--- src/hw/rtl/smsrng_pkg.sv ---
// types and constants of the shuffled minimal standard generator
package smsrng_pkg;

   // input word
   typedef struct packed {
      logic               operation;
      logic signed [31:0] seed_value;
   } req_type;

   // result word
   typedef struct packed {
      logic [30:0] sample;
      logic [23:0] fraction;
      logic [30:0] seed_after;
   } rsp_type;

   // operation codes
   localparam logic OP_DRAW      = 1'b0;
   localparam logic OP_LOAD_DRAW = 1'b1;

   // generator constants
   localparam logic [14:0] MULT       = 15'd16807;
   localparam logic [30:0] MODULUS    = 31'h7FFF_FFFF;
   localparam logic [23:0] FRAC_MAX   = 24'd16777213;
   localparam int          WARM_EXTRA = 8;

   // sequencer states
   typedef enum logic [5:0] {
      ST_IDLE      = 6'b000001,
      ST_WARM_MUL  = 6'b000010,
      ST_WARM_FOLD = 6'b000100,
      ST_DRAW_MUL  = 6'b001000,
      ST_DRAW_FOLD = 6'b010000,
      ST_DRAW_WB   = 6'b100000
   } state_type;

endpackage

--- src/hw/rtl/smsrng_ram.sv ---
// generic simple dual port ram with registered read
module smsrng_ram #(
   parameter int WIDTH = 31,
   parameter int DEPTH = 32
) (
   input  logic                     clock,
   input  logic                     wr_en,
   input  logic [$clog2(DEPTH)-1:0] wr_addr,
   input  logic [WIDTH-1:0]         wr_data,
   input  logic [$clog2(DEPTH)-1:0] rd_addr,
   output logic [WIDTH-1:0]         rd_data
);

   logic [WIDTH-1:0] mem [DEPTH];

   // write port and registered read port
   always_ff @(posedge clock) begin
      if (wr_en) begin
         mem[wr_addr] <= wr_data;
      end
      rd_data <= mem[rd_addr];
   end

endmodule

--- src/hw/rtl/shuffled_minimal_standard_rng_top.sv ---
// shuffled minimal standard generator: sequencer, modular multiplier and shuffle table
//
// Usage: raise start with a word on req_data while busy is low; the word is taken
// at that clock edge. operation OP_DRAW draws with the stored seed, OP_LOAD_DRAW
// loads seed_value first. Each word gives exactly one result word on rsp_data,
// shown for one cycle with rsp_strobe high; the receiver cannot stall it.
// A draw from a seeded generator passes through the fold and write-back states
// with busy high, and its result is registered out of write-back; no new word is
// taken until the block is idle again. The modular step is a registered multiply,
// then the Mersenne fold, and the table slot is read and rewritten through one RAM.
// When the generator must seed itself (after reset, on a seed that is not
// positive, on a zero stored seed or on a zero last output) it first runs
// TABLE_SIZE+8 warm-up steps, each a multiply and a fold, and one more multiply.
// Reset (synchronous, active high) clears the seed and the last output, which
// forces seeding on the first draw; the table needs no clearing since seeding
// fills every slot before any slot is read.
module shuffled_minimal_standard_rng_top #(
   parameter int TABLE_SIZE = 32
) (
   input  logic                clock,
   input  logic                reset,
   input  logic                start,
   output logic                busy,
   input  smsrng_pkg::req_type req_data,
   output logic                rsp_strobe,
   output smsrng_pkg::rsp_type rsp_data
);

   import smsrng_pkg::*;

   localparam int IDX_W = $clog2(TABLE_SIZE);
   localparam int CNT_W = $clog2(TABLE_SIZE + WARM_EXTRA);
   localparam int Q_W   = $clog2(TABLE_SIZE + 2);
   localparam longint SLOT_DIV_L = 64'd1 + (64'd2147483646 / TABLE_SIZE);
   localparam longint RECIP_L    = (64'd1 << 31) / SLOT_DIV_L;
   localparam logic [30:0]      SLOT_DIV   = SLOT_DIV_L[30:0];
   localparam logic [Q_W-1:0]   RECIP      = RECIP_L[Q_W-1:0];
   localparam logic [CNT_W-1:0] WARM_START = CNT_W'(TABLE_SIZE + WARM_EXTRA - 1);
   localparam logic [CNT_W-1:0] TABLE_LAST = CNT_W'(TABLE_SIZE - 1);
   localparam logic [Q_W-1:0]   SLOT_TOP   = Q_W'(TABLE_SIZE - 1);

   // reduce a product of up to 47 bits modulo 2^31-1
   function automatic logic [30:0] fold_mod(input logic [46:0] p);
      logic [31:0] sum;
      logic [31:0] red;
      sum = {1'b0, p[30:0]} + {16'b0, p[46:31]};
      red = sum - {1'b0, MODULUS};
      fold_mod = (sum >= {1'b0, MODULUS}) ? red[30:0] : sum[30:0];
   endfunction

   state_type        state_ff, state_in;
   logic [30:0]      seed_reg_ff, seed_reg_in;
   logic [30:0]      last_ff, last_in;
   logic [31:0]      s_ff, s_in;
   logic [46:0]      prod_ff, prod_in;
   logic [CNT_W-1:0] count_ff, count_in;
   logic [Q_W-1:0]   q_est_ff, q_est_in;
   logic [IDX_W-1:0] slot_ff, slot_in;
   logic             rsp_strobe_ff, rsp_strobe_in;
   rsp_type          rsp_ff, rsp_in;

   logic             accept;
   logic             neg;
   logic [31:0]      mag;
   logic             need_seed;
   logic [31:0]      mul_a;
   logic [30:0]      folded;
   logic [Q_W+30:0]  est_prod;
   logic [Q_W+30:0]  back_prod;
   logic [Q_W+30:0]  rem;
   logic [Q_W-1:0]   q_fix;
   logic [Q_W-1:0]   q_sat;
   logic             ram_we;
   logic [IDX_W-1:0] ram_waddr;
   logic [30:0]      ram_wdata;
   logic [30:0]      ram_rdata;
   logic [23:0]      frac_a;
   logic [31:0]      frac_sum;
   logic [24:0]      frac_q;

   assign accept = start && !busy;
   assign busy   = (state_ff != ST_IDLE);

   // incoming seed: negate negative seeds, take the stored seed on a plain draw
   always_comb begin
      neg = (req_data.operation == OP_LOAD_DRAW) && req_data.seed_value[31];
      if (req_data.operation == OP_LOAD_DRAW) begin
         mag = neg ? (32'd0 - req_data.seed_value) : req_data.seed_value;
      end else begin
         mag = {1'b0, seed_reg_ff};
      end
      need_seed = neg || (mag == 32'd0) || (last_ff == 31'd0);
   end

   // shared modular multiplier, folded from the registered product
   assign mul_a   = (state_ff == ST_IDLE) ? mag : s_ff;
   assign prod_in = {15'b0, mul_a} * {32'b0, MULT};
   assign folded  = fold_mod(prod_ff);

   // slot of the last output: reciprocal estimate, then one correction step
   assign est_prod  = {{Q_W{1'b0}}, last_ff} * {31'b0, RECIP};
   assign q_est_in  = est_prod[Q_W+30:31];
   assign back_prod = {{Q_W{1'b0}}, SLOT_DIV} * {31'b0, q_est_ff};
   assign rem       = {{Q_W{1'b0}}, last_ff} - back_prod;
   assign q_fix     = (rem >= {{Q_W{1'b0}}, SLOT_DIV}) ? (q_est_ff + Q_W'(1)) : q_est_ff;
   assign q_sat     = (q_fix > SLOT_TOP) ? SLOT_TOP : q_fix;
   assign slot_in   = (state_ff == ST_DRAW_FOLD) ? q_sat[IDX_W-1:0] : slot_ff;

   // fraction: floor(x*2^24/(2^31-1)) via the Mersenne identity, clamped
   always_comb begin
      frac_a   = ram_rdata[30:7];
      frac_sum = {8'b0, frac_a} + {1'b0, ram_rdata[6:0], 24'b0};
      frac_q   = {1'b0, frac_a} + ((frac_sum >= {1'b0, MODULUS}) ? 25'd1 : 25'd0);
   end

   // sequencer
   always_comb begin
      state_in      = state_ff;
      seed_reg_in   = seed_reg_ff;
      last_in       = last_ff;
      s_in          = s_ff;
      count_in      = count_ff;
      rsp_strobe_in = 1'b0;
      rsp_in        = rsp_ff;
      ram_we        = 1'b0;
      ram_waddr     = slot_ff;
      ram_wdata     = s_ff[30:0];
      case (state_ff)
         ST_IDLE: begin
            if (accept) begin
               if (need_seed) begin
                  s_in     = neg ? mag : 32'd1;
                  count_in = WARM_START;
                  state_in = ST_WARM_MUL;
               end else begin
                  state_in = ST_DRAW_FOLD;
               end
            end
         end
         ST_WARM_MUL: begin
            state_in = ST_WARM_FOLD;
         end
         ST_WARM_FOLD: begin
            s_in      = {1'b0, folded};
            ram_waddr = count_ff[IDX_W-1:0];
            ram_wdata = folded;
            ram_we    = (count_ff <= TABLE_LAST);
            if (count_ff == '0) begin
               last_in  = folded;
               state_in = ST_DRAW_MUL;
            end else begin
               count_in = count_ff - CNT_W'(1);
               state_in = ST_WARM_MUL;
            end
         end
         ST_DRAW_MUL: begin
            state_in = ST_DRAW_FOLD;
         end
         ST_DRAW_FOLD: begin
            s_in     = {1'b0, folded};
            state_in = ST_DRAW_WB;
         end
         ST_DRAW_WB: begin
            ram_we              = 1'b1;
            last_in             = ram_rdata;
            seed_reg_in         = s_ff[30:0];
            rsp_strobe_in       = 1'b1;
            rsp_in.sample       = ram_rdata;
            rsp_in.fraction     = (frac_q > {1'b0, FRAC_MAX}) ? FRAC_MAX : frac_q[23:0];
            rsp_in.seed_after   = s_ff[30:0];
            state_in            = ST_IDLE;
         end
         default: begin
            state_in = ST_IDLE;
         end
      endcase
   end

   // control registers
   always_ff @(posedge clock) begin
      if (reset) begin
         state_ff      <= ST_IDLE;
         seed_reg_ff   <= '0;
         last_ff       <= '0;
         rsp_strobe_ff <= 1'b0;
      end else begin
         state_ff      <= state_in;
         seed_reg_ff   <= seed_reg_in;
         last_ff       <= last_in;
         rsp_strobe_ff <= rsp_strobe_in;
      end
   end

   // datapath registers
   always_ff @(posedge clock) begin
      s_ff     <= s_in;
      prod_ff  <= prod_in;
      count_ff <= count_in;
      q_est_ff <= q_est_in;
      slot_ff  <= slot_in;
      rsp_ff   <= rsp_in;
   end

   // shuffle table: read in the fold cycle, rewritten in the write-back cycle
   smsrng_ram #(
      .WIDTH (31),
      .DEPTH (TABLE_SIZE)
   ) u_table (
      .clock   (clock),
      .wr_en   (ram_we),
      .wr_addr (ram_waddr),
      .wr_data (ram_wdata),
      .rd_addr (slot_in),
      .rd_data (ram_rdata)
   );

   assign rsp_strobe = rsp_strobe_ff;
   assign rsp_data   = rsp_ff;

`ifndef SYNTHESIS
   // state register stays one-hot
   a_state_onehot: assert property (@(posedge clock) disable iff (reset)
      $onehot(state_ff))
      else $error("state register not one-hot");

   // an accepted word makes the block busy
   a_accept_busy: assert property (@(posedge clock) disable iff (reset)
      accept |=> busy)
      else $error("accepted word did not raise busy");

   // a result appears only right after write-back and the block is then idle
   a_strobe_idle: assert property (@(posedge clock) disable iff (reset)
      rsp_strobe |-> (!busy && $past(state_ff == ST_DRAW_WB)))
      else $error("result strobe outside write-back");

   // results stay inside their ranges
   a_result_range: assert property (@(posedge clock) disable iff (reset)
      rsp_strobe |-> ((rsp_data.fraction <= FRAC_MAX) && (rsp_data.seed_after != MODULUS)))
      else $error("result out of range");
`endif

endmodule

--- config.mk ---
export PLATFORM = sky130hd
export DESIGN_NAME = shuffled_minimal_standard_rng_top
export DESIGN_NICKNAME = d
export VERILOG_FILES = /design/src/hw/rtl/smsrng_pkg.sv /design/src/hw/rtl/smsrng_ram.sv /design/src/hw/rtl/shuffled_minimal_standard_rng_top.sv
export SDC_FILE = /design/constraint.sdc
export NUM_CORES = 2
export LEC_CHECK = 0
export ABC_AREA = 1
export BUFFER_PORTS_ARGS = -buffer_cell sky130_fd_sc_hd__buf_4
export CAP_MARGIN = 15
export CORE_AREA = 2 2 448 339
export CTS_CLUSTER_SIZE = 25
export DETAILED_ROUTE_END_ITERATION = 8
export DIE_AREA = 0 0 450 341
export RECOVER_POWER = 25
export SLEW_MARGIN = 20
export SYNTH_ARGS = -nofsm -noshare
export SYNTH_HDL_FRONTEND = slang
export SYNTH_SLANG_ARGS = --single-unit
--- constraint.sdc ---
create_clock -name clock -period 7.3 [get_ports clock]
set_input_delay 0.365 -clock clock [delete_from_list [all_inputs] [get_ports clock]]
set_output_delay 0.365 -clock clock [all_outputs]
set_load 0.01 [all_outputs]
==> results.json <==
{
  "overflow": 0,
  "drc": 0,
  "ys.flop_type": "edfxtp_1",
  "synth_largest_area_cell": "edfxtp_1",
  "drt-wirelength-per-cell_um": 23.60,
  "path_max_fanout": 19,
  "grt_pass1_vias": 46950,
  "synth_top_area_share": 0.5130,
  "finalSetupTns_ns": 0,
  "crit_top_cell": "inv_1",
  "drive_above_1_share": 0.08981,
  "ff2ff_setup_slack_ns": 0.29,
  "grt_pass1_wl_um": 319900,
  "cp-start-kind": "register",
  "cts_tree": "done",
  "hp-class": "in2reg",
  "setup_viol": 0,
  "synth-edff-count": 1116,
  "htree_levels": 4,
  "synth_async_sr_flop_share": 0,
  "grt_start_max_net_pins": 172,
  "finalHoldViolations": 0,
  "fmax_mhz": 142.7,
  "required_ns": 8.03,
  "die_area_mm2": 0.1535,
  "cts_max_path_buffers": 3,
  "synth_area_mm2": 0.06532,
  "fin_area_mm2": 0.07456,
  "routabilityCongestion": 1.003,
  "ys_seq_elements": 1273,
  "synthTopCellsByArea": "edfxtp_1 (51%), nand2_1 (11%), nand3_1 (6.3%)",
  "critPathLaunch": "state_ff[4]",
  "dp_hpwl_um": 146200,
  "io_pins": 124,
  "cts_sinks": 1273,
  "fin_ws_ns": 0.2904,
  "place_area_mm2": 0.07099,
  "die_x_um": 450,
  "fin_crit_sh": 0.9602,
  "fin_util": 0.5005,
  "cts_resized": 0,
  "syn_inst": 6844,
  "postCtsHoldBufs": 3,
  "wl_um": 219400,
  "fillerInstances": 13910,
  "ant_nets": 0,
  "first_pass_iters": 8,
  "rsz0062_at_grt": "false",
  "cts_buffers": 131,
  "violations": "capacitance limit, slew limit",
  "r2r-end": "prod_ff[26]",
  "clock_latency_ns": 0.80,
  "worst_slew_pin_slew_ns": 4.059,
  "ys_types": 56,
  "status": "complete, but fails checks",
  "rows": 123,
  "critPathKind": "reg2reg",
  "clkTransAtPathRegs_ns": 0.07,
  "ys_warn_count": 0,
  "syn_nets": 7225,
  "start_util": 0.4385,
  "slew_headroom": -1.706,
  "worstSetupEndpoint": "prod_ff[26]",
  "crit_path_end_kind": "register",
  "avgSynthCellArea_um2": 9.544,
  "maxCapViolations": 13,
  "slowest_delay_ns": 0.56,
  "drtIter0Drc": 6696,
  "min_period_ns": 7.010,
  "io_buffers": 123,
  "vias": 50230,
  "pre_cts_ws_ns": -0.1950,
  "reg2reg_from": "state_ff[4]",
  "skew_ns": 0.03587,
  "die_y_um": 341,
  "synth-seq-area-share": 0.5612,
  "r2r_cells": 31,
  "cts_setup_buffers": 0,
  "antenna_found_initial": 12,
  "root_buffer": "clkbuf_16",
  "fin_nets": 7573,
  "area.growth.synth_to_final_pct": 14.15,
  "core_mm2": 0.1490,
  "track_usage": 0.2831,
  "slowest_stage": "fa_1",
  "worst_ep_arrival_time_ns": 7.74,
  "report.final.slew_viol_count": 502,
  "viasPerCell": 5.402
}
-- layout by cell type, fill, tap and decap left out, types with 22 or more instances in the layout --
cell / count
nor2_1: 280
ha_1: 207
nor4_1: 23
nand2_1: 1842
clkbuf_16: 135
a21oi_1: 138
nand3_1: 823
buf_4: 371
clkinv_1: 23
o21ai_0: 227
xnor2_1: 35
nor3_1: 34
o211ai_1: 40
nand3b_1: 162
nand4_1: 38
inv_1: 1061
clkbuf_1: 141
edfxtp_1: 1116
fa_1: 138
xor2_1: 86
clkinv_2: 22
dfxtp_1: 157
-- critical path: cells and delay by family (launching register included) --
| kind | cells | cell delay (ns) |
|---|---|---|
| AND/OR/NAND/NOR | 4 | 0.63 |
| AO/OA/AOI/OAI | 6 | 0.77 |
| buffers and inverters | 13 | 1.62 |
| XOR/XNOR | 1 | 0.52 |
| flip-flops | 1 | 0.33 |
| adder cells (fa/ha/maj) | 7 | 3.05 |
-- per-layer routing --
metal	wire length [µm]	up-vias	track usage
li1	-	23170	-
met1	101800	24310	0.4445
met2	87040	2495	0.3855
met3	26200	256	0.07157
met4	4320	0	0.06872
met5	0	-	0
-- cell usage after synthesis (all sizes together), types with 2 or more instances --
cell type     n
a21boi        3
a21o          7
a21oi       142
a22o          7
a22oi         2
a31oi         8
buf         153
clkbuf      137
clkinv        5
dfxtp       157
edfxtp     1116
fa          138
ha          207
inv        1070
nand2      1855
nand3       825
nand3b      163
nand4        38
nor2        288
nor3         34
nor4         23
o211ai       40
o21a          5
o21ai       258
o21bai        3
o221ai        2
o22ai        19
or2          10
xnor2        35
xor2         87
-- state kept, by name, summed over array words and instances, names as in the netlist --
signal           count
seed_reg_ff         31
s_ff                32
q_est_ff             5
rsp_data            86
prod_ff             47
slot_ff              5
last_ff             31
rsp_strobe           1
count_ff             6
u_table.rd_data     31
u_table.mem        992
state_ff             6
-- cell families (layout without fill, tap and decap cells) --
| group | after synthesis | count (layout) | share of synthesized area |
|---|---|---|---|
| simple gates | 3240 | 3240 | 0.2164 |
| buf+inv | 1365 | 1814 | 0.08164 |
| flops | 1273 | 1273 | 0.5612 |
| compound gates | 499 | 499 | 0.04243 |
| fa+ha+maj | 345 | 345 | 0.08194 |
| xor+xnor | 122 | 122 | 0.01647 |
| other cells | 0 | 5 | 0 |
-- worst min path at each step --
stage	startpoint	endpoint	slack, ns	depth (start not counted)
floorplan	last_ff[26]	q_est_ff[0]	0.36	0
global placement	last_ff[26]	q_est_ff[0]	0.38	0
detailed placement	last_ff[29]	q_est_ff[3]	0.38	0
CTS	start	state_ff[3]	0.003	5
global route	start	state_ff[2]	0.09	5
finish	start	state_ff[3]	0.07	5
-- cell type report --
class	instances	area, µm²	area share
Timing Repair Buffer	505	3613	0.04846
Tap cell	2000	2502	0.03356
Multi-Input combinational cell	4206	23550	0.3158
Inverter	1075	4044	0.05424
Clock inverter	58	573.1	0.007686
Clock buffer	176	3612	0.04845
Antenna cell	5	12.51	0.0001678
Sequential cell	1273	36660	0.4916
-- metrics by stage --
step | cells | hold WS [ns]
finish | 9298 | 0.06673
global route | 9295 | 0.09279
CTS | 9291 | 0.003324
detailed placement | 9054 | 0.3820
global placement | 9053 | 0.3829
floorplan | 6844 | 0.3583
Power is not shown: default switching activity piles up to over one toggle a cycle in this logic, so the estimate is an artifact.
